`config.mk`:
```
export PLATFORM = sky130hd
export DESIGN_NAME = pfg_regs
export DESIGN_NICKNAME = d
export VERILOG_FILES = /design/src/rtl/core/pfg_pkg.sv /design/src/rtl/core/pfg_regs.sv
export SDC_FILE = /design/constraint.sdc
export NUM_CORES = 1
export LEC_CHECK = 0
export ABC_AREA = 1
export BUFFER_PORTS_ARGS = -buffer_cell sky130_fd_sc_hd__buf_2
export CAP_MARGIN = 40
export CORE_MARGIN = 2
export CORE_UTILIZATION = 31
export DETAILED_ROUTE_END_ITERATION = 10
export GPL_TIMING_DRIVEN = 0
export PLACE_DENSITY = 0.63
export RECOVER_POWER = 50
export SYNTH_ARGS = -nofsm -noshare
export SYNTH_HDL_FRONTEND = slang
export SYNTH_SLANG_ARGS = --single-unit
```
`constraint.sdc`:
```
create_clock -name i_clk -period 1.2 [get_ports i_clk]
set_input_delay 0.12 -clock i_clk [delete_from_list [all_inputs] [get_ports i_clk]]
set_output_delay 0.12 -clock i_clk [all_outputs]
set_load 0.02 [all_outputs]
```
`src/rtl/core/pfg_pkg.sv`:
```
// Shared constants, types and lookup functions for the field gather and velocity push block.
package pfg_pkg;

    localparam int GRID_X   = 64;
    localparam int GRID_Y   = 64;
    localparam int NCOLS    = GRID_X + 3;
    localparam int DEPTH    = NCOLS * GRID_Y;
    localparam int ADDR_W   = $clog2(DEPTH);
    localparam int COL_W    = $clog2(NCOLS);
    localparam int ROW_W    = $clog2(GRID_Y);
    localparam int IX_W     = $clog2(GRID_X);
    localparam int NY_W     = 7;
    localparam int POT_W    = 32;
    localparam int D_W      = 34;
    localparam int LO_W     = 17;
    localparam int PLO_W    = D_W + LO_W;
    localparam int PHI_W    = D_W + 16;
    localparam int FULL_W   = PHI_W + 16;
    localparam int TERM_W   = FULL_W - 24;
    localparam int DIFF_W   = TERM_W + 1;
    localparam int LPROD_W  = DIFF_W + LO_W;
    localparam int LSH_W    = LPROD_W - 16;
    localparam int SUM_W    = TERM_W + 1;
    localparam int NPOT     = 12;
    localparam int NTERM    = 8;
    localparam int NLERP    = 6;
    localparam int CNT_W    = 4;
    localparam int PADDR_W  = 5;
    localparam int NY_MIN   = 2;

    typedef enum logic [2:0] {
        REG_EX_SCALE  = 3'd0,
        REG_EY_SCALE  = 3'd1,
        REG_EX_OFFSET = 3'd2,
        REG_EY_OFFSET = 3'd3,
        REG_NY_USED   = 3'd4
    } t_reg_idx;

    typedef enum logic {
        CMD_WRITE = 1'b0,
        CMD_PUSH  = 1'b1
    } t_command;

    typedef enum logic [1:0] {
        ROW_L  = 2'd0,
        ROW_H  = 2'd1,
        ROW_M  = 2'd2,
        ROW_HP = 2'd3
    } t_row_sel;

    typedef enum logic [2:0] {
        S_IDLE = 3'd0,
        S_MOD  = 3'd1,
        S_READ = 3'd2,
        S_TERM = 3'd3,
        S_LERP = 3'd4,
        S_DONE = 3'd5
    } t_state;

    typedef struct packed {
        logic              command;
        logic [6:0]        cell_x;
        logic [5:0]        cell_y;
        logic signed [31:0] potential;
        logic signed [31:0] pos_x;
        logic [21:0]       pos_y;
        logic signed [31:0] vel_x;
        logic signed [31:0] vel_y;
    } t_in_item;

    typedef struct packed {
        logic signed [31:0] new_vel_x;
        logic signed [31:0] new_vel_y;
        logic              absent;
        logic              saturated;
    } t_out_item;

    typedef struct packed {
        logic signed [31:0] ex_scale;
        logic signed [31:0] ey_scale;
        logic signed [31:0] ex_offset;
        logic signed [31:0] ey_offset;
        logic [NY_W-1:0]    ny_used;
    } t_cfg;

    typedef struct packed {
        logic             accept;
        logic             mod_step;
        logic             rd_en;
        logic             cap_en;
        logic             mul_lo;
        logic             mul_hi;
        logic             lerp_en;
        logic             emit;
        logic [CNT_W-1:0] idx;
    } t_dp_cmd;

    typedef struct packed {
        logic push;
        logic absent;
        logic out_free;
    } t_dp_stat;

    // column offset from grid x minus one, per read slot
    function automatic logic [1:0] pot_col_off(input logic [CNT_W-1:0] i);
        logic [1:0] r;
        unique case (i)
            4'd0, 4'd2:                      r = 2'd0;
            4'd1, 4'd3, 4'd9, 4'd11:         r = 2'd2;
            4'd4, 4'd6, 4'd8, 4'd10:         r = 2'd1;
            4'd5, 4'd7:                      r = 2'd3;
            default:                         r = 2'd0;
        endcase
        return r;
    endfunction

    function automatic t_row_sel pot_row(input logic [CNT_W-1:0] i);
        t_row_sel r;
        unique case (i)
            4'd0, 4'd1, 4'd4, 4'd5:  r = ROW_L;
            4'd2, 4'd3, 4'd6, 4'd7:  r = ROW_H;
            4'd8, 4'd9:              r = ROW_M;
            default:                 r = ROW_HP;
        endcase
        return r;
    endfunction

    function automatic logic [CNT_W-1:0] term_pos(input logic [2:0] j);
        logic [CNT_W-1:0] r;
        unique case (j)
            3'd0: r = 4'd1;
            3'd1: r = 4'd3;
            3'd2: r = 4'd5;
            3'd3: r = 4'd7;
            3'd4: r = 4'd6;
            3'd5: r = 4'd10;
            3'd6: r = 4'd3;
            default: r = 4'd11;
        endcase
        return r;
    endfunction

    function automatic logic [CNT_W-1:0] term_neg(input logic [2:0] j);
        logic [CNT_W-1:0] r;
        unique case (j)
            3'd0: r = 4'd0;
            3'd1: r = 4'd2;
            3'd2: r = 4'd4;
            3'd3: r = 4'd6;
            3'd4: r = 4'd8;
            3'd5: r = 4'd4;
            3'd6: r = 4'd9;
            default: r = 4'd1;
        endcase
        return r;
    endfunction

endpackage

```
`src/rtl/core/pfg_regs.sv`:
```
// APB-style configuration register file.
module pfg_regs (
    input  logic                          i_clk,
    input  logic                          i_rst_n,
    input  logic                          psel,
    input  logic                          penable,
    input  logic                          pwrite,
    input  logic [pfg_pkg::PADDR_W-1:0]   paddr,
    input  logic [31:0]                   pwdata,
    output logic [31:0]                   prdata,
    output logic                          pready,
    output pfg_pkg::t_cfg                 o_cfg
);
    import pfg_pkg::*;

    t_cfg r_cfg;
    logic wr;
    logic [2:0] idx;

    assign pready = 1'b1;
    assign wr     = psel && penable && pwrite && pready;
    assign idx    = paddr[PADDR_W-1:2];

    always_ff @(posedge i_clk) begin
        if (!i_rst_n) begin
            r_cfg.ex_scale  <= '0;
            r_cfg.ey_scale  <= '0;
            r_cfg.ex_offset <= '0;
            r_cfg.ey_offset <= '0;
            r_cfg.ny_used   <= NY_W'(GRID_Y);
        end else if (wr) begin
            unique case (idx)
                REG_EX_SCALE:  r_cfg.ex_scale  <= pwdata;
                REG_EY_SCALE:  r_cfg.ey_scale  <= pwdata;
                REG_EX_OFFSET: r_cfg.ex_offset <= pwdata;
                REG_EY_OFFSET: r_cfg.ey_offset <= pwdata;
                REG_NY_USED:   r_cfg.ny_used   <= pwdata[NY_W-1:0];
                default: ;
            endcase
        end
    end

    always_comb begin
        unique case (idx)
            REG_EX_SCALE:  prdata = r_cfg.ex_scale;
            REG_EY_SCALE:  prdata = r_cfg.ey_scale;
            REG_EX_OFFSET: prdata = r_cfg.ex_offset;
            REG_EY_OFFSET: prdata = r_cfg.ey_offset;
            REG_NY_USED:   prdata = 32'(r_cfg.ny_used);
            default:       prdata = '0;
        endcase
    end

    assign o_cfg = r_cfg;
endmodule

```
==> impl_metrics.py <==
metrics = {
    "routing": {
        "drtIter0Drc": 464,
        "vias_per_cell": 4.67,
        "dr.pass1.iters": 5,
        "drt_drc_violations_left": 0,
        "drt_wl_total_um": 27200,
        "antenna_left": 0,
        "wl_per_cell_um": 16.5,
        "vias": 7706,
    },
    "placement": {
        "dp_hpwl_um": 18200,
        "placed_cells": 1548,
        "dpl_worst_slack_ps": -557,
        "gp_congestion": 0.870,
        "port_buffers": 205,
    },
    "synthesis": {
        "yosysUniqueCellTypes": 20,
        "yosysSeqAreaShare_pct": 41.1,
        "synthAdderAreaFrac_pct": 0,
        "syn-instance-count": 1067,
        "synthXorXnorAreaFrac_pct": 0,
        "synth_top_family_by_area": "simple AND/OR/NAND/NOR gates",
        "syn_nets": 1109,
        "yosys.area_share.simple_pct": 46.1,
        "ys_ff_latch": 135,
        "synth_compound_area_share_pct": 1.98,
        "netlist_area_mm2": 0.00658,
        "yosys_warnings": 0,
        "avgSynthCellArea_um2": 6.17,
        "synthMuxAreaShare_pct": 0,
    },
    "worst_setup_path": {
        "crit_family": "simple AND/OR/NAND/NOR gates",
        "startpoint": "o_cfg[72]$_SDFFE_PN0P_",
        "path_max_fanout": 2,
        "cpPeakStageDelay_ps": 320,
        "slowest_stage": "dfxtp_2",
        "worstPathArrival_ps": 1300,
        "cp_data_required_time_ps": 1080,
        "crit_type": "reg -> out",
        "worstPathCellList": "nand4_1 -> nand2_1 -> nor2_2 -> nand2_2 -> buf_6",
        "regToRegStartpoint": "o_cfg[39]$_SDFFE_PN0P_",
        "start_kind": "flop",
        "crit_buf_inv": 1,
        "cp-end-kind": "primary output",
    },
    "clock_tree": {
        "clock-sinks": 135,
        "clockRootBuffer": "clkbuf_16",
        "clk_latency_ps": 430,
        "cts_buffer_depth": 2,
        "numCtsBuffers": 17,
        "cts.clk_slew.worst_paths_ps": 70,
        "cts_tree": "done",
        "h-tree-depth": 4,
    },
    "run": {
        "drv_cap": 0,
    },
    "sta": {
        "rsz0062_at_grt": "true",
        "max_freq_mhz": 703,
        "post-route-min-period_ps": 1420,
        "whs_ps": 42.7,
        "hold_violations": 0,
        "slew_headroom_pct": 49.8,
        "fin_ws_ps": -222,
        "slew_violations": 0,
        "setup-tns-final_ps": -5740,
        "worst_slew_pin_slew_ps": 753,
        "finalSetupViolations": 125,
        "finClkSkew_ps": 0,
        "finalCritPeriodShare_pct": 118,
    },
    "die": {
        "die_area_mm2": 0.0224,
        "fp.dieW_um": 150,
        "num_io_pins": 210,
        "core-area_mm2": 0.0210,
        "die_h_um": 150,
        "std_cell_rows": 53,
        "start_util_pct": 31.4,
    },
    "cells_and_area": {
        "utilization_pct": 47.6,
        "fin_cells": 1651,
        "n_antenna_cell": 0,
        "final_layout_size_suffix_gt1_share_pct": 37.2,
        "largest_reg_flops": 135,
        "final_nets": 1405,
        "syn_to_final_growth_pct": 51.4,
        "fillers": 2174,
    },
    "status": {
        "violations": "negative setup slack",
        "status": "complete, but fails checks",
    },
    "grt": {
        "overflow": 0,
        "grt_max_degree": 17,
        "grt_first_pass_wirelength_um": 40900,
        "grt_pass1_vias": 7216,
        "antenna_found_initial": 0,
        "track_usage_pct": 24.3,
    },
    "power": {
        "p_leak_nw": 4.90,
        "powerDensity_mw_per_mm2": 1180,
        "vdd_drop_max_v": 0.000817,
    },
    "min_path": {
        "holdCritStartpoint": "pwdata[8]",
        "min-delay-path-class": "in -> reg",
    },
}
## placed cells by master (no fill, tap or decap), drive strengths merged
master / synthesis / routed
dfxtp: 135 / 135
a21oi: 25 / 25
clkinv: 0 / 6
clkbuf: 5 / 100
conb: 1 / 1
bufinv: 0 / 5
buf: 62 / 263
dlygate4sd3: 0 / 1
clkinvlp: 0 / 2
inv: 93 / 92
nand2: 303 / 303
nand4: 11 / 11
o21ai: 1 / 1
nor2: 313 / 313
nand3: 118 / 118
## synthesized netlist by cell type, drive strengths merged
master    n  area (um2)
nand3   118         613
dfxtp   135        2700
o21ai     1        5.00
conb      1        3.75
buf      62         347
inv      93         349
a21oi    25         125
nand4    11        68.8
nand2   303        1140
nor2    313        1210
clkbuf    5        18.8
## where the power goes
part	switching [W]	total (W)	internal [W]
logic	0.000786	0.00124	0.000457
clock network	0.00212	0.00596	0.00385
registers	0.0000484	0.00459	0.00455
total	0.00295	0.0118	0.00885
## cell type report
cell class                      instances  area [um2]  area share, %
Buffer                                 65         492           4.93
Clock inverter                         12         198           1.98
Inverter                               93         372           3.73
Clock buffer                           20         467           4.68
Multi-Input combinational cell        772        3370           33.8
Sequential cell                       135        2800           28.1
Tap cell                              275         344           3.45
Timing Repair Buffer                  279        1920           19.3
## kinds of logic after synthesis
family	after synthesis
buffers and inverters	160
AND/OR/NAND/NOR	745
other	1
flip-flops	135
AO/OA/AOI/OAI	26
## per-layer routing
| metal | routed length, um | share of wire, % | track usage [%] | vias up |
|---|---|---|---|---|
| li1 | - | - | - | 3837 |
| met1 | 11800 | 43 | 30.7 | 3537 |
| met5 | 0 | 0 | 0 | - |
| met3 | 1940 | 7.1 | 5.95 | 38 |
| met2 | 13100 | 48 | 40.7 | 294 |
| met4 | 475 | 1.7 | 7.88 | 0 |
## timing repair
action                                  4_1_cts  5_1_grt
endpoints found under the hold margin         1        0
gates cloned                                  5        0
pin swaps                                    64       55
setup buffers                                58       12
hold buffers                                  1        0
endpoints found under the setup margin       32       59
gates resized for setup                     219       97
## metrics by stage
stage	total power, W	cell area (um2)
floorplan	0.00527	6580
global route	0.0121	9970
detailed placement	0.00566	7960
global placement	0.00565	7950
finish	0.0118	9970
CTS	0.0118	9780
## worst register-to-register path: stages (launching register included)
cell and delay (ps):
dfxtp_2 320, buf_4 130, nor2_1 120, nor2_1 70
## path summary, 6_finish.rpt
path                              to  slack [ps]  cells past startpoint
min reg2reg  o_cfg[111]$_SDFFE_PN0P_         490                      2
min           o_cfg[15]$_SDFFE_PN0P_          40                      5
max                        prdata[1]        -220                      5
max reg2reg   o_cfg[39]$_SDFFE_PN0P_         440                      3
(Power assumes the default switching activity.)
