`src/rtl/core/pfg_pkg.sv`:
```
// Shared constants, types and lookup functions for the field gather and velocity push block.
package pfg_pkg;

    localparam int GRID_X   = 64;
    localparam int GRID_Y   = 64;
    localparam int NCOLS    = GRID_X + 3;
    localparam int DEPTH    = NCOLS * GRID_Y;
    localparam int ADDR_W   = $clog2(DEPTH);
    localparam int COL_W    = $clog2(NCOLS);
    localparam int ROW_W    = $clog2(GRID_Y);
    localparam int IX_W     = $clog2(GRID_X);
    localparam int NY_W     = 7;
    localparam int POT_W    = 32;
    localparam int D_W      = 34;
    localparam int LO_W     = 17;
    localparam int PLO_W    = D_W + LO_W;
    localparam int PHI_W    = D_W + 16;
    localparam int FULL_W   = PHI_W + 16;
    localparam int TERM_W   = FULL_W - 24;
    localparam int DIFF_W   = TERM_W + 1;
    localparam int LPROD_W  = DIFF_W + LO_W;
    localparam int LSH_W    = LPROD_W - 16;
    localparam int SUM_W    = TERM_W + 1;
    localparam int NPOT     = 12;
    localparam int NTERM    = 8;
    localparam int NLERP    = 6;
    localparam int CNT_W    = 4;
    localparam int PADDR_W  = 5;
    localparam int NY_MIN   = 2;

    typedef enum logic [2:0] {
        REG_EX_SCALE  = 3'd0,
        REG_EY_SCALE  = 3'd1,
        REG_EX_OFFSET = 3'd2,
        REG_EY_OFFSET = 3'd3,
        REG_NY_USED   = 3'd4
    } t_reg_idx;

    typedef enum logic {
        CMD_WRITE = 1'b0,
        CMD_PUSH  = 1'b1
    } t_command;

    typedef enum logic [1:0] {
        ROW_L  = 2'd0,
        ROW_H  = 2'd1,
        ROW_M  = 2'd2,
        ROW_HP = 2'd3
    } t_row_sel;

    typedef enum logic [2:0] {
        S_IDLE = 3'd0,
        S_MOD  = 3'd1,
        S_READ = 3'd2,
        S_TERM = 3'd3,
        S_LERP = 3'd4,
        S_DONE = 3'd5
    } t_state;

    typedef struct packed {
        logic              command;
        logic [6:0]        cell_x;
        logic [5:0]        cell_y;
        logic signed [31:0] potential;
        logic signed [31:0] pos_x;
        logic [21:0]       pos_y;
        logic signed [31:0] vel_x;
        logic signed [31:0] vel_y;
    } t_in_item;

    typedef struct packed {
        logic signed [31:0] new_vel_x;
        logic signed [31:0] new_vel_y;
        logic              absent;
        logic              saturated;
    } t_out_item;

    typedef struct packed {
        logic signed [31:0] ex_scale;
        logic signed [31:0] ey_scale;
        logic signed [31:0] ex_offset;
        logic signed [31:0] ey_offset;
        logic [NY_W-1:0]    ny_used;
    } t_cfg;

    typedef struct packed {
        logic             accept;
        logic             mod_step;
        logic             rd_en;
        logic             cap_en;
        logic             mul_lo;
        logic             mul_hi;
        logic             lerp_en;
        logic             emit;
        logic [CNT_W-1:0] idx;
    } t_dp_cmd;

    typedef struct packed {
        logic push;
        logic absent;
        logic out_free;
    } t_dp_stat;

    // column offset from grid x minus one, per read slot
    function automatic logic [1:0] pot_col_off(input logic [CNT_W-1:0] i);
        logic [1:0] r;
        unique case (i)
            4'd0, 4'd2:                      r = 2'd0;
            4'd1, 4'd3, 4'd9, 4'd11:         r = 2'd2;
            4'd4, 4'd6, 4'd8, 4'd10:         r = 2'd1;
            4'd5, 4'd7:                      r = 2'd3;
            default:                         r = 2'd0;
        endcase
        return r;
    endfunction

    function automatic t_row_sel pot_row(input logic [CNT_W-1:0] i);
        t_row_sel r;
        unique case (i)
            4'd0, 4'd1, 4'd4, 4'd5:  r = ROW_L;
            4'd2, 4'd3, 4'd6, 4'd7:  r = ROW_H;
            4'd8, 4'd9:              r = ROW_M;
            default:                 r = ROW_HP;
        endcase
        return r;
    endfunction

    function automatic logic [CNT_W-1:0] term_pos(input logic [2:0] j);
        logic [CNT_W-1:0] r;
        unique case (j)
            3'd0: r = 4'd1;
            3'd1: r = 4'd3;
            3'd2: r = 4'd5;
            3'd3: r = 4'd7;
            3'd4: r = 4'd6;
            3'd5: r = 4'd10;
            3'd6: r = 4'd3;
            default: r = 4'd11;
        endcase
        return r;
    endfunction

    function automatic logic [CNT_W-1:0] term_neg(input logic [2:0] j);
        logic [CNT_W-1:0] r;
        unique case (j)
            3'd0: r = 4'd0;
            3'd1: r = 4'd2;
            3'd2: r = 4'd4;
            3'd3: r = 4'd6;
            3'd4: r = 4'd8;
            3'd5: r = 4'd4;
            3'd6: r = 4'd9;
            default: r = 4'd1;
        endcase
        return r;
    endfunction

endpackage

```
`src/rtl/core/pfg_ctrl.sv`:
```
// Sequencer for row wrap, grid reads, field terms and interpolation.
module pfg_ctrl (
    input  logic               i_clk,
    input  logic               i_rst_n,
    input  logic               i_in_valid,
    output logic               o_in_ready,
    input  pfg_pkg::t_dp_stat  i_stat,
    output pfg_pkg::t_dp_cmd   o_cmd
);
    import pfg_pkg::*;

    t_state           r_state, n_state;
    logic [CNT_W-1:0] r_cnt, n_cnt;

    always_ff @(posedge i_clk) begin
        if (!i_rst_n) begin
            r_state <= S_IDLE;
            r_cnt   <= '0;
        end else begin
            r_state <= n_state;
            r_cnt   <= n_cnt;
        end
    end

    always_comb begin
        n_state    = r_state;
        n_cnt      = r_cnt;
        o_cmd      = '0;
        o_in_ready = 1'b0;
        unique case (r_state)
            S_IDLE: begin
                o_in_ready = 1'b1;
                if (i_in_valid) begin
                    o_cmd.accept = 1'b1;
                    if (i_stat.push) begin
                        if (i_stat.absent) begin
                            n_state = S_DONE;
                        end else begin
                            n_state = S_MOD;
                            n_cnt   = CNT_W'(ROW_W - 1);
                        end
                    end
                end
            end
            S_MOD: begin
                o_cmd.mod_step = 1'b1;
                o_cmd.idx      = r_cnt;
                if (r_cnt == '0) begin
                    n_state = S_READ;
                end else begin
                    n_cnt = r_cnt - 1'b1;
                end
            end
            S_READ: begin
                o_cmd.rd_en  = (r_cnt < CNT_W'(NPOT));
                o_cmd.cap_en = (r_cnt != '0);
                o_cmd.idx    = r_cnt;
                if (r_cnt == CNT_W'(NPOT)) begin
                    n_state = S_TERM;
                    n_cnt   = '0;
                end else begin
                    n_cnt = r_cnt + 1'b1;
                end
            end
            S_TERM: begin
                o_cmd.idx    = {1'b0, r_cnt[CNT_W-1:1]};
                o_cmd.mul_lo = !r_cnt[0];
                o_cmd.mul_hi = r_cnt[0];
                if (r_cnt == CNT_W'(2 * NTERM - 1)) begin
                    n_state = S_LERP;
                    n_cnt   = '0;
                end else begin
                    n_cnt = r_cnt + 1'b1;
                end
            end
            S_LERP: begin
                o_cmd.lerp_en = 1'b1;
                o_cmd.idx     = r_cnt;
                if (r_cnt == CNT_W'(NLERP - 1)) begin
                    n_state = S_DONE;
                    n_cnt   = '0;
                end else begin
                    n_cnt = r_cnt + 1'b1;
                end
            end
            S_DONE: begin
                if (i_stat.out_free) begin
                    o_cmd.emit = 1'b1;
                    n_state    = S_IDLE;
                end
            end
            default: n_state = S_IDLE;
        endcase
    end
endmodule

```
`config.mk`:
```
export PLATFORM = sky130hd
export DESIGN_NAME = pfg_ctrl
export DESIGN_NICKNAME = d
export VERILOG_FILES = /design/src/rtl/core/pfg_pkg.sv /design/src/rtl/core/pfg_ctrl.sv
export SDC_FILE = /design/constraint.sdc
export NUM_CORES = 1
export LEC_CHECK = 0
export ABC_AREA = 1
export BUFFER_PORTS_ARGS = -buffer_cell sky130_fd_sc_hd__buf_2
export CAP_MARGIN = 0
export CORE_MARGIN = 5
export CORE_UTILIZATION = 45
export CTS_CLUSTER_DIAMETER = 150
export DETAILED_ROUTE_END_ITERATION = 6
export GPL_TIMING_DRIVEN = 0
export PLACE_DENSITY = 0.7
export SYNTH_ARGS = -nofsm -noshare
export SYNTH_HDL_FRONTEND = slang
export SYNTH_SLANG_ARGS = --single-unit
```
`constraint.sdc`:
```
create_clock -name i_clk -period 1.55 [get_ports i_clk]
set_input_delay 0.155 -clock i_clk [delete_from_list [all_inputs] [get_ports i_clk]]
set_output_delay 0.155 -clock i_clk [all_outputs]
set_load 0.02 [all_outputs]
```
==> reports/results.tsv, run 1 <==
stage	metric	value	unit
synth	mux contribution to synthesized area	0	
synth	mean post-synth cell area	5.64	um^2
global_routing	initial antenna violation count	0	
floorplan	Die ar.	2520	um^2
critical_path	crit path DAT	1330	ps
global_routing	vias in the first global route	750	
critical_path	CP Capture Type	primary output	
cells_and_area	area delta synth->final	46.1	%
global_routing	first-pass GRT wire length	3.07	mm
place	Post-DP HPWL	1.46	mm
cells_and_area	area occupied by multi-input gates	609	um^2
floorplan	num rows	14	
sta	final setup vio count	0	
sta	Setup WS post-layout	67.0	ps
floorplan	DIE WIDTH	50.2	um
synth	Yosys cell types	19	
route	initial drt markers	17	
sta	RSZ-0062 raised after global routing	true	
route	DRC	0	
global_routing	GRT Util Overall	0.148	
sta	Period minus WS final	1480	ps
clock_tree	Root Driver	clkbuf_4	
clock_tree	hold_buf cts	0	
sta	period utilization	0.957	
floorplan	Core Region	1520	um^2
cells_and_area	Fill cells	135	
sta	Final Skew	3.59	ps
hold_path	Hold Path Class	in -> reg	
clock_tree	htree depth	1	
synth	sequential area share after synthesis	0.193	
pwr	Peak VDD IR	1200	uV
floorplan	chip height	50.2	um
floorplan	Initial Util	0.477	
sta	final hold vios	0	
synth	simple-gate share of the synthesized area	0.509	
critical_path	crit start category	flip-flop	
place	routability cong.	0.812	
pwr	Final Power	0.00225	W
hold_path	Hold Crit Start	i_rst_n	
pwr	sequential power share	0.172	
route	DRT Pass-1 Iters	4	
sta	worst slew pin tran	237	ps
critical_path	CP Max Fanout	5	
pwr	LEAKAGE	0.537	nW
sta	f_max	674	MHz
synth	Post-Synth XOR/XNOR Area	0.0241	
clock_tree	Worst-path clk slew	50	ps
synth	post-synthesis adder-cell area fraction	0.0516	
clock_tree	CTS tree	yes	
run	maxcap violations	0	
clock_tree	deepest clock path buffer count	2	
pwr	clock share of power	0.071	
pwr	pwr dens	2120	nW/um^2
run_status	status	finished clean	
place	Setup Slack @ Placement	-47.3	ps
critical_path	worst setup path startpoint	r_state[1]	
sta	WHS	164	ps
place	buffers added on ports	18	
cells_and_area	layout cells sized above 1	0.434	
synth	yosys warns	0	
pwr	P_int	0.00104	W
sta	Slew HR	0.842	
synth	main combinational cell family by area after synthesis	simple AND/OR/NAND/NOR gates	
cells_and_area	sequential cell area	159	um^2
critical_path	Setup CP Type	reg -> out	
route	Detail Route Antenna Nets	0	
synth	Mapped Cells	129	
cells_and_area	antenna diode count	0	
route	post-DR wirelength/cell	11.2	um
critical_path	required time of the critical path	1390	ps
synth	Cell Area, Synth	727	um^2
global_routing	total grt overflow	0	
pwr	sw frac	0.539	
synth	Post-Syn Nets	138	
floorplan	I/O pin count	19	
route	vias per std cell	5.19	
pwr	Net Sw Power	0.00121	W
synth	#FFs+latches synth	7	
synth	Synth Area in Compound Gates	0.120	
pwr	combinational share of power	0.757	
route	Vias	908	
clock_tree	Clock Sinks	7	
sta	final slew viol count	0	
clock_tree	Worst-Skew Late Latency	240	ps
route	routed wire length	1.96	mm
global_routing	pin count of the biggest net entering global routing	11	
cells_and_area	nets@finish	169	
clock_tree	total CTS buffers	3	
critical_path	worst reg2reg path startpoint	r_cnt[0]	
## cell type report
class	count	area share
multi-input combinational	103	0.574
timing repair buffer	26	0.152
sequential	7	0.150
inverter	17	0.0718
clock buffer	4	0.0247
tap	16	0.0188
buffer	2	0.00942
## power groups by stage
| stage | combinational [W] | sequential, W | clock [W] |
|---|---|---|---|
| 6_report | 0.00170 | 0.000387 | 0.000159 |
| 3_3_place_gp | 0.00128 | 0.000325 | 0 |
| 5_1_grt | 0.00188 | 0.000399 | 0.000180 |
| 2_1_floorplan | 0.00103 | 0.000305 | 0 |
| 4_1_cts | 0.00138 | 0.000345 | 0.000170 |
| 3_5_place_dp | 0.00129 | 0.000326 | 0 |
## layer usage
layer | GRT usage | wire (um) | vias up
met4 | 0.0742 | 14 | 0
met3 | 0.0148 | 123 | 2
met2 | 0.236 | 944 | 25
li1 | - | - | 475
met5 | 0 | 0 | -
met1 | 0.195 | 880 | 406
## logic make-up (layout without fill, tap and decap cells)
family / after synthesis / in the layout
compound gates: 16 / 16
xor+xnor: 2 / 2
fa+ha+maj: 3 / 3
buf+inv: 19 / 49
flops: 7 / 7
simple gates: 82 / 82
## state kept, by name, indices dropped and copies added (netlist names)
signal / count
r_cnt: 4
r_state: 3
## worst max-delay path, cell delays in order, from the launching register on
cell and delay, ps:
dfxtp_4 390, inv_4 50, nand2_2 60, inv_2 40, nand2_2 80, nand2_4 70
nor2_4 140, o22ai_2 70, buf_4 160
## worst paths after layout
check                   to  slack (ps)  cells past startpoint
setup / recovery  o_cmd[2]          70                      8
hold / removal    r_cnt[2]         160                      3
setup reg to reg  r_cnt[0]          90                     10
hold reg to reg   r_cnt[1]         520                      2
## stage by stage
| step | area [um^2] | setup TNS (ps) | utilization | cells |
|---|---|---|---|---|
| after global routing | 1060 | -57.5 | 0.697 | 175 |
| after CTS | 911 | 0 | 0.598 | 167 |
| final | 1060 | 0 | 0.697 | 175 |
| after global placement | 837 | -177 | 0.549 | 163 |
| after floorplan | 727 | 0 | - | 129 |
| after detailed placement | 837 | -154 | 0.549 | 163 |
## Yosys cell counts
cell / number / area (um^2)
a21oi_1: 7 / 35.0
buf_2: 2 / 10.0
dfxtp_1: 7 / 140
ha_1: 3 / 37.5
inv_1: 13 / 48.8
inv_2: 4 / 15.0
nand2_1: 30 / 113
nand2_2: 5 / 31.3
nand3_1: 17 / 85.1
nand3_2: 1 / 10.0
nor2_1: 23 / 86.3
nor2_2: 2 / 12.5
nor2_4: 2 / 22.5
nor3_1: 2 / 10.0
o21ai_0: 3 / 15.0
o21ai_1: 2 / 10.0
o21ai_2: 1 / 8.76
o22ai_1: 3 / 18.8
xor2_1: 2 / 17.5
## placed cells by master, fill, tap and decap left out, drive strengths merged
cell type	instances
buf	28
ha	3
clkbuf	4
nand2	35
xor2	2
nor3	2
dfxtp	7
o21ai	6
o22ai	3
a21oi	7
nor2	27
inv	17
nand3	18
## timing repair
item,4_1_cts,5_1_grt
setup buffers,0,8
pin swaps,1,9
endpoints found under the setup margin,10,12
resized for setup,18,27
hold endpoints to repair,0,0
(Power assumes the default switching activity.)
==> run 2, diff against run 1 <==
- CORE_MARGIN: 5 -> unset
==> run 2 against run 1 <==
Compared with the run above:
- clock skew fell by 2.3 ps
- final cell count up 1.1%
- sequential cell count did not move
- clock power decreased by 3%
- global-route usage up 6.8 points
- first-iteration DRC count is 12% higher
- non-clock buffer count up 2
- wire length is 3.0% higher
- combinational power hardly changed
- critical endpoint unchanged
- critical path type unchanged
- via count unchanged
==> reports/results.tsv, run 2 (same netlist as run 1, synthesis figures left out) <==
stage	metric	value	unit	change
sta	f_max	675	MHz	was 674 MHz
cells_and_area	antenna diode count	0		unchanged
critical_path	CP Max Fanout	4		was 5
route	Vias	908		unchanged
critical_path	setup slack, reg-to-reg	130	ps	was 90 ps
sta	final hold vios	0		unchanged
cells_and_area	Largest Register	r_cnt		unchanged
cells_and_area	max FFs per register	4		unchanged
sta	period utilization	0.956		was 0.957
floorplan	chip height	42.2	um	was 50.2 um
clock_tree	Worst-path clk slew	50	ps	about the same
critical_path	Worst path depth	7		was 8
cells_and_area	post-route insts no fill	177		was 175
critical_path	worst reg2reg path startpoint	r_cnt[0]		unchanged
route	Detail Route Antenna Nets	0		unchanged
critical_path	CP Capture Type	primary output		unchanged
hold_path	Hold Path Class	in -> reg		unchanged
sta	final slew viol count	0		unchanged
run	maxcap violations	0		unchanged
pwr	Peak VDD IR	1170	uV	was 1200 uV
cells_and_area	Fill cells	151		was 135
sta	Setup WS post-layout	68.7	ps	was 67.0 ps
critical_path	crit path DAT	1330	ps	about the same
run_status	status	finished clean		unchanged
critical_path	WP buf/inv	2		was 3
pwr	LEAKAGE	0.546	nW	was 0.537 nW
place	Post-DP HPWL	1.42	mm	was 1.46 mm
global_routing	first-pass GRT wire length	3.10	mm	was 3.07 mm
place	cell count after placement	163		unchanged
cells_and_area	Finished Cell Area	1070	um^2	was 1060 um^2
critical_path	crit start category	flip-flop		unchanged
floorplan	num rows	14		unchanged
pwr	pwr dens	2090	nW/um^2	was 2120 nW/um^2
critical_path	critical-path cell list	inv_2 -> nor2_2 -> nand2_2 -> nand2_4 -> nor2_4 -> o22ai_1 -> buf_4		was inv_4 -> nand2_2 -> inv_2 -> nand2_2 -> nand2_4 -> nor2_4 -> o22ai_2 -> buf_4
floorplan	Die ar.	1780	um^2	was 2520 um^2
clock_tree	Worst-Skew Late Latency	240	ps	about the same
global_routing	total grt overflow	0		unchanged
critical_path	crit path to	o_cmd[2]		unchanged
place	routability cong.	0.864		was 0.812
global_routing	initial antenna violation count	0		unchanged
floorplan	Initial Util	0.483		was 0.477
sta	worst slew pin tran	260	ps	was 237 ps
global_routing	pin count of the biggest net entering global routing	11		unchanged
route	vias per std cell	5.13		was 5.19
floorplan	DIE WIDTH	42.2	um	was 50.2 um
route	DRT Pass-1 Iters	4		unchanged
cells_and_area	layout cells sized above 1	0.453		was 0.434
sta	Period minus WS final	1480	ps	about the same
critical_path	worst setup path startpoint	r_state[1]		unchanged
cells_and_area	most common cell after layout, fill and taps aside	nand2_1		unchanged
floorplan	I/O pin count	19		unchanged
critical_path	biggest cell delay along the critical path	360	ps	was 390 ps
critical_path	Top delay family on crit path	simple AND/OR/NAND/NOR gates		was flip-flops
sta	Final Skew	1.33	ps	was 3.59 ps
critical_path	CP max-delay cell	dfxtp_4		unchanged
cells_and_area	area delta synth->final	46.6	%	was 46.1%
clock_tree	htree depth	1		unchanged
route	DRC	0		unchanged
cells_and_area	most frequent cells in the layout	25 x nand2_1, 20 x nor2_1, 17 x buf_2, 16 x nand3_1, 13 x buf_4		was 24 x nand2_1, 21 x nor2_1, 17 x buf_2, 16 x nand3_1
global_routing	GRT Util Overall	0.215		was 0.148
route	initial drt markers	19		was 17
hold_path	hold depth	3		unchanged
clock_tree	deepest clock path buffer count	2		unchanged
place	Setup Slack @ Placement	-79.9	ps	was -47.3 ps
sta	final setup vio count	0		unchanged
critical_path	required time of the critical path	1390	ps	about the same
cells_and_area	Top Registers	r_cnt x4, r_state x3		unchanged
route	routed wire length	2.02	mm	was 1.96 mm
floorplan	Core Region	1510	um^2	was 1520 um^2
clock_tree	Root Driver	clkbuf_4		unchanged
critical_path	Setup CP Type	reg -> out		unchanged
global_routing	vias in the first global route	751		was 750
critical_path	Worst Reg2Reg Path Length in Cells	12		was 10
clock_tree	total CTS buffers	3		unchanged
place	buffers added on ports	18		unchanged
critical_path	Reg2Reg Capture Point	r_state[0]		was r_cnt[0]
hold_path	Hold Crit Start	i_rst_n		unchanged
cells_and_area	nets@finish	171		was 169
place	post-place instance area	837	um^2	unchanged
clock_tree	CTS tree	yes		unchanged
sta	Slew HR	0.826		was 0.842
route	post-DR wirelength/cell	11.4	um	was 11.2 um
sta	Setup TNS Final	0	ps	unchanged
clock_tree	Clock Sinks	7		unchanged
[run 2: final cells by class]
type / count / area (um^2) / share of cell area
Tap cell: 16 / 20.0 / 0.0188
Multi-Input combinational cell: 103 / 604 / 0.567
Sequential cell: 7 / 159 / 0.149
Clock buffer: 4 / 26.3 / 0.0246
Buffer: 2 / 10.0 / 0.00939
Inverter: 17 / 73.8 / 0.0692
Timing Repair Buffer: 28 / 173 / 0.162
[run 2: metal layers]
metal  vias up  wire (um)  track usage
li1        478          -            -
met2        20        993        0.338
met4         0          0       0.0813
met5         -          0            0
met1       410        948        0.316
met3         0         77            0
[run 2: worst min path at each step]
stage          endpoint  slack, ps
4_1_cts        r_cnt[0]        180
2_1_floorplan  r_cnt[2]        290
5_1_grt        r_cnt[0]        190
3_5_place_dp   r_cnt[2]        440
3_3_place_gp   r_cnt[2]        420
6_report       r_cnt[0]        190
[run 2: what timing repair did]
item,in CTS,in global routing
gates resized for setup,17,28
endpoints found under the hold margin,0,0
setup buffers,0,10
pin swaps,0,8
hold buffers,0,0
setup endpoints to repair,12,10
[run 2: where the power goes]
group,internal [W],switching [W],total (W)
Combinational,0.000658,0.00105,0.00170
Sequential,0.000271,0.0000997,0.000371
Clock,0.0000976,0.0000572,0.000155
[run 2: worst register-to-register path: stages, from the launching register on]
cell and delay, ps:
dfxtp_4 360, inv_6 70, ha_4 140, inv_2 40, nor2_2 110, nand2_1 90
nand2_1 90, nand2_2 70, nor2_4 140, nand2_2 70, nand2_1 60, nand2_1 40
nor2_1 80
[run 2: metrics by stage]
step           utilization  hold slack [ps]  total power, W
6_report             0.708              186         0.00223
5_1_grt              0.708              186         0.00243
4_1_cts              0.600              176         0.00189
3_5_place_dp         0.556              438         0.00162
3_3_place_gp         0.556              424         0.00161
2_1_floorplan            -              294         0.00134
==> run 3, diff against run 2 <==
- clock period: 1.55 -> 1.8 ns (I/O delays scaled with it)
==> run 3 against run 2 <==
Compared with the run above:
- total power is 30% lower
- largest power group unchanged
- clock skew fell by 0.80 ps
- die area did not move
- cell area is 18% lower
- via count decreased by 3.6%
- first-iteration DRC count rose by 5.3%
==> reports/results.tsv, run 3 (same netlist as run 1, synthesis figures left out) <==
stage	metric	value	unit	change
cells_and_area	max FFs per register	4		unchanged
critical_path	CP Max Fanout	5		was 4
floorplan	DIE WIDTH	42.2	um	unchanged
sta	Final Skew	0.530	ps	was 1.33 ps
sta	Period minus WS final	1650	ps	
route	vias per std cell	5.24		was 5.13
clock_tree	Post-CTS Setup Inserts	0		unchanged
critical_path	crit path DAT	1470	ps	was 1330 ps
sta	f_max	606	MHz	
critical_path	critical-path cell list	inv_2 -> nand2_1 -> inv_1 -> nand2_1 -> nand2_2 -> nor2_2 -> o22ai_1 -> buf_2		was inv_2 -> nor2_2 -> nand2_2 -> nand2_4 -> nor2_4 -> o22ai_1 -> buf_4
pwr	pwr dens	1790	nW/um^2	was 2090 nW/um^2
cells_and_area	antenna diode count	0		unchanged
clock_tree	Worst-path clk slew	50	ps	about the same
clock_tree	deepest clock path buffer count	2		unchanged
clock_tree	hold_buf cts	0		unchanged
pwr	combinational share of power	0.731		was 0.764
critical_path	Setup CP Type	reg -> out		unchanged
route	post-DR wirelength/cell	10.5	um	was 11.4 um
floorplan	num rows	14		unchanged
sta	Slew HR	0.801		was 0.826
critical_path	biggest cell delay along the critical path	370	ps	was 360 ps
critical_path	CP max-delay cell	dfxtp_2		was dfxtp_4
global_routing	total grt overflow	0		unchanged
sta	final setup vio count	0		unchanged
pwr	LEAKAGE	0.484	nW	was 0.546 nW
clock_tree	total CTS buffers	3		unchanged
cells_and_area	Top Registers	r_cnt x4, r_state x3		unchanged
run_status	status	finished clean		unchanged
critical_path	cell mode on critical path	nand2_1		
route	Detail Route Antenna Nets	0		unchanged
route	DRT Pass-1 Iters	4		unchanged
pwr	Final Power	0.00157	W	was 0.00223 W
floorplan	Initial Util	0.483		unchanged
sta	Setup TNS Final	0	ps	unchanged
clock_tree	htree depth	1		unchanged
sta	RSZ-0062 raised after global routing	false		
route	Vias	875		was 908
pwr	P_int	0.000675	W	was 0.00103 W
floorplan	chip height	42.2	um	unchanged
pwr	sequential power share	0.183		was 0.166
floorplan	I/O pin count	19		unchanged
global_routing	vias in the first global route	728		was 751
global_routing	initial antenna violation count	0		unchanged
pwr	Net Sw Power	0.000893	W	was 0.00120 W
sta	final slew viol count	0		unchanged
pwr	clock share of power	0.085		was 0.069
critical_path	required time of the critical path	1620	ps	was 1390 ps
cells_and_area	most frequent cells in the layout	29 x nand2_1, 22 x nor2_1, 20 x buf_2, 17 x nand3_1, 12 x inv_1		was 25 x nand2_1, 20 x nor2_1, 17 x buf_2, 16 x nand3_1, 13 x buf_4
route	routed wire length	1.76	mm	was 2.02 mm
cells_and_area	Largest Register	r_cnt		unchanged
route	initial drt markers	20		was 19
place	buffers added on ports	18		unchanged
global_routing	first-pass GRT wire length	2.99	mm	was 3.10 mm
sta	period utilization	0.917		
cells_and_area	nets@finish	161		was 171
route	DRC	0		unchanged
floorplan	Core Region	1510	um^2	unchanged
cells_and_area	layout cells sized above 1	0.298		was 0.453
cells_and_area	most common cell after layout, fill and taps aside	nand2_1		unchanged
place	routability cong.	0.864		unchanged
global_routing	pin count of the biggest net entering global routing	11		unchanged
pwr	sw frac	0.570		was 0.539
cells_and_area	area delta synth->final	20.7	%	was 46.6%
cells_and_area	Fill cells	175		was 151
clock_tree	Worst-Skew Late Latency	240	ps	about the same
sta	worst slew pin tran	297	ps	was 260 ps
floorplan	Die ar.	1780	um^2	unchanged
run	maxcap violations	0		unchanged
sta	final hold vios	0		unchanged
place	Post-DP HPWL	1.42	mm	unchanged
clock_tree	CTS tree	yes		unchanged
hold_path	Hold Path Class	in -> reg		unchanged
clock_tree	Clock Sinks	7		unchanged
pwr	Peak VDD IR	867	uV	was 1170 uV
critical_path	crit start category	flip-flop		unchanged
clock_tree	Root Driver	clkbuf_4		unchanged
critical_path	CP Capture Type	primary output		unchanged
global_routing	GRT Util Overall	0.208		was 0.215
## run 3: changes by cell type in the layout (fill, tap and decap cells not counted), sizes merged
cell  previous run  this run
buf             30        20
## run 3: repair_timing
item                                    in CTS  in global routing
endpoints found under the setup margin       0                  8
resized for setup                            0                  7
hold endpoints to repair                     0                  0
## run 3: critical path, delay by kind of cell (launching register included)
kind	cells	cell delay (ps)
compound gates	1	80
buf+inv	3	280
flops	1	370
simple gates	4	500
## run 3: final timing paths
kind	from	end	slack (ps)	depth (start not counted)
worst max-delay path	r_state[1]	o_cmd[1]	150	8
worst min-delay path	i_rst_n	r_cnt[2]	210	3
worst max register to register	r_cnt[0]	r_cnt[2]	190	10
worst min register to register	r_state[1]	r_state[1]	510	2
## run 3: stage by stage
step | instance area [um^2] | setup WS, ps | std cells | utilization | hold slack [ps]
3_5_place_dp | 837 | 170 | 163 | 0.556 | 463
6_report | 877 | 150 | 167 | 0.582 | 210
2_1_floorplan | 727 | 370 | 129 | - | 319
3_3_place_gp | 837 | 178 | 163 | 0.556 | 449
5_1_grt | 877 | 11.7 | 167 | 0.582 | 220
4_1_cts | 863 | 19.6 | 167 | 0.573 | 202
## run 3: metal layers
metal  routed length (um)  global-route usage  vias to the layer above  part of all wire
met4                    0              0.0563                        0                 0
met5                    0                   0                        -                 0
li1                     -                   -                      453                 -
met2                  821               0.338                       20              0.47
met1                  901               0.306                      402              0.51
met3                   36                   0                        0             0.020
## run 3: power by group through the flow
stage / sequential, W / clock, W / combinational, W
detailed placement: 0.000280 / 0 / 0.00112
global route: 0.000296 / 0.000150 / 0.00129
finish: 0.000288 / 0.000134 / 0.00115
CTS: 0.000277 / 0.000144 / 0.00112
global placement: 0.000281 / 0 / 0.00110
floorplan: 0.000262 / 0 / 0.000891
## run 3: area by class of cell
cell class | instances | area (um^2) | share of cell area
Multi-Input combinational cell | 103 | 523 | 0.596
Sequential cell | 7 | 144 | 0.164
Timing Repair Buffer | 18 | 90.1 | 0.103
Inverter | 17 | 63.8 | 0.0728
Clock buffer | 4 | 26.3 | 0.0300
Tap cell | 16 | 20.0 | 0.0228
Buffer | 2 | 10.0 | 0.0114
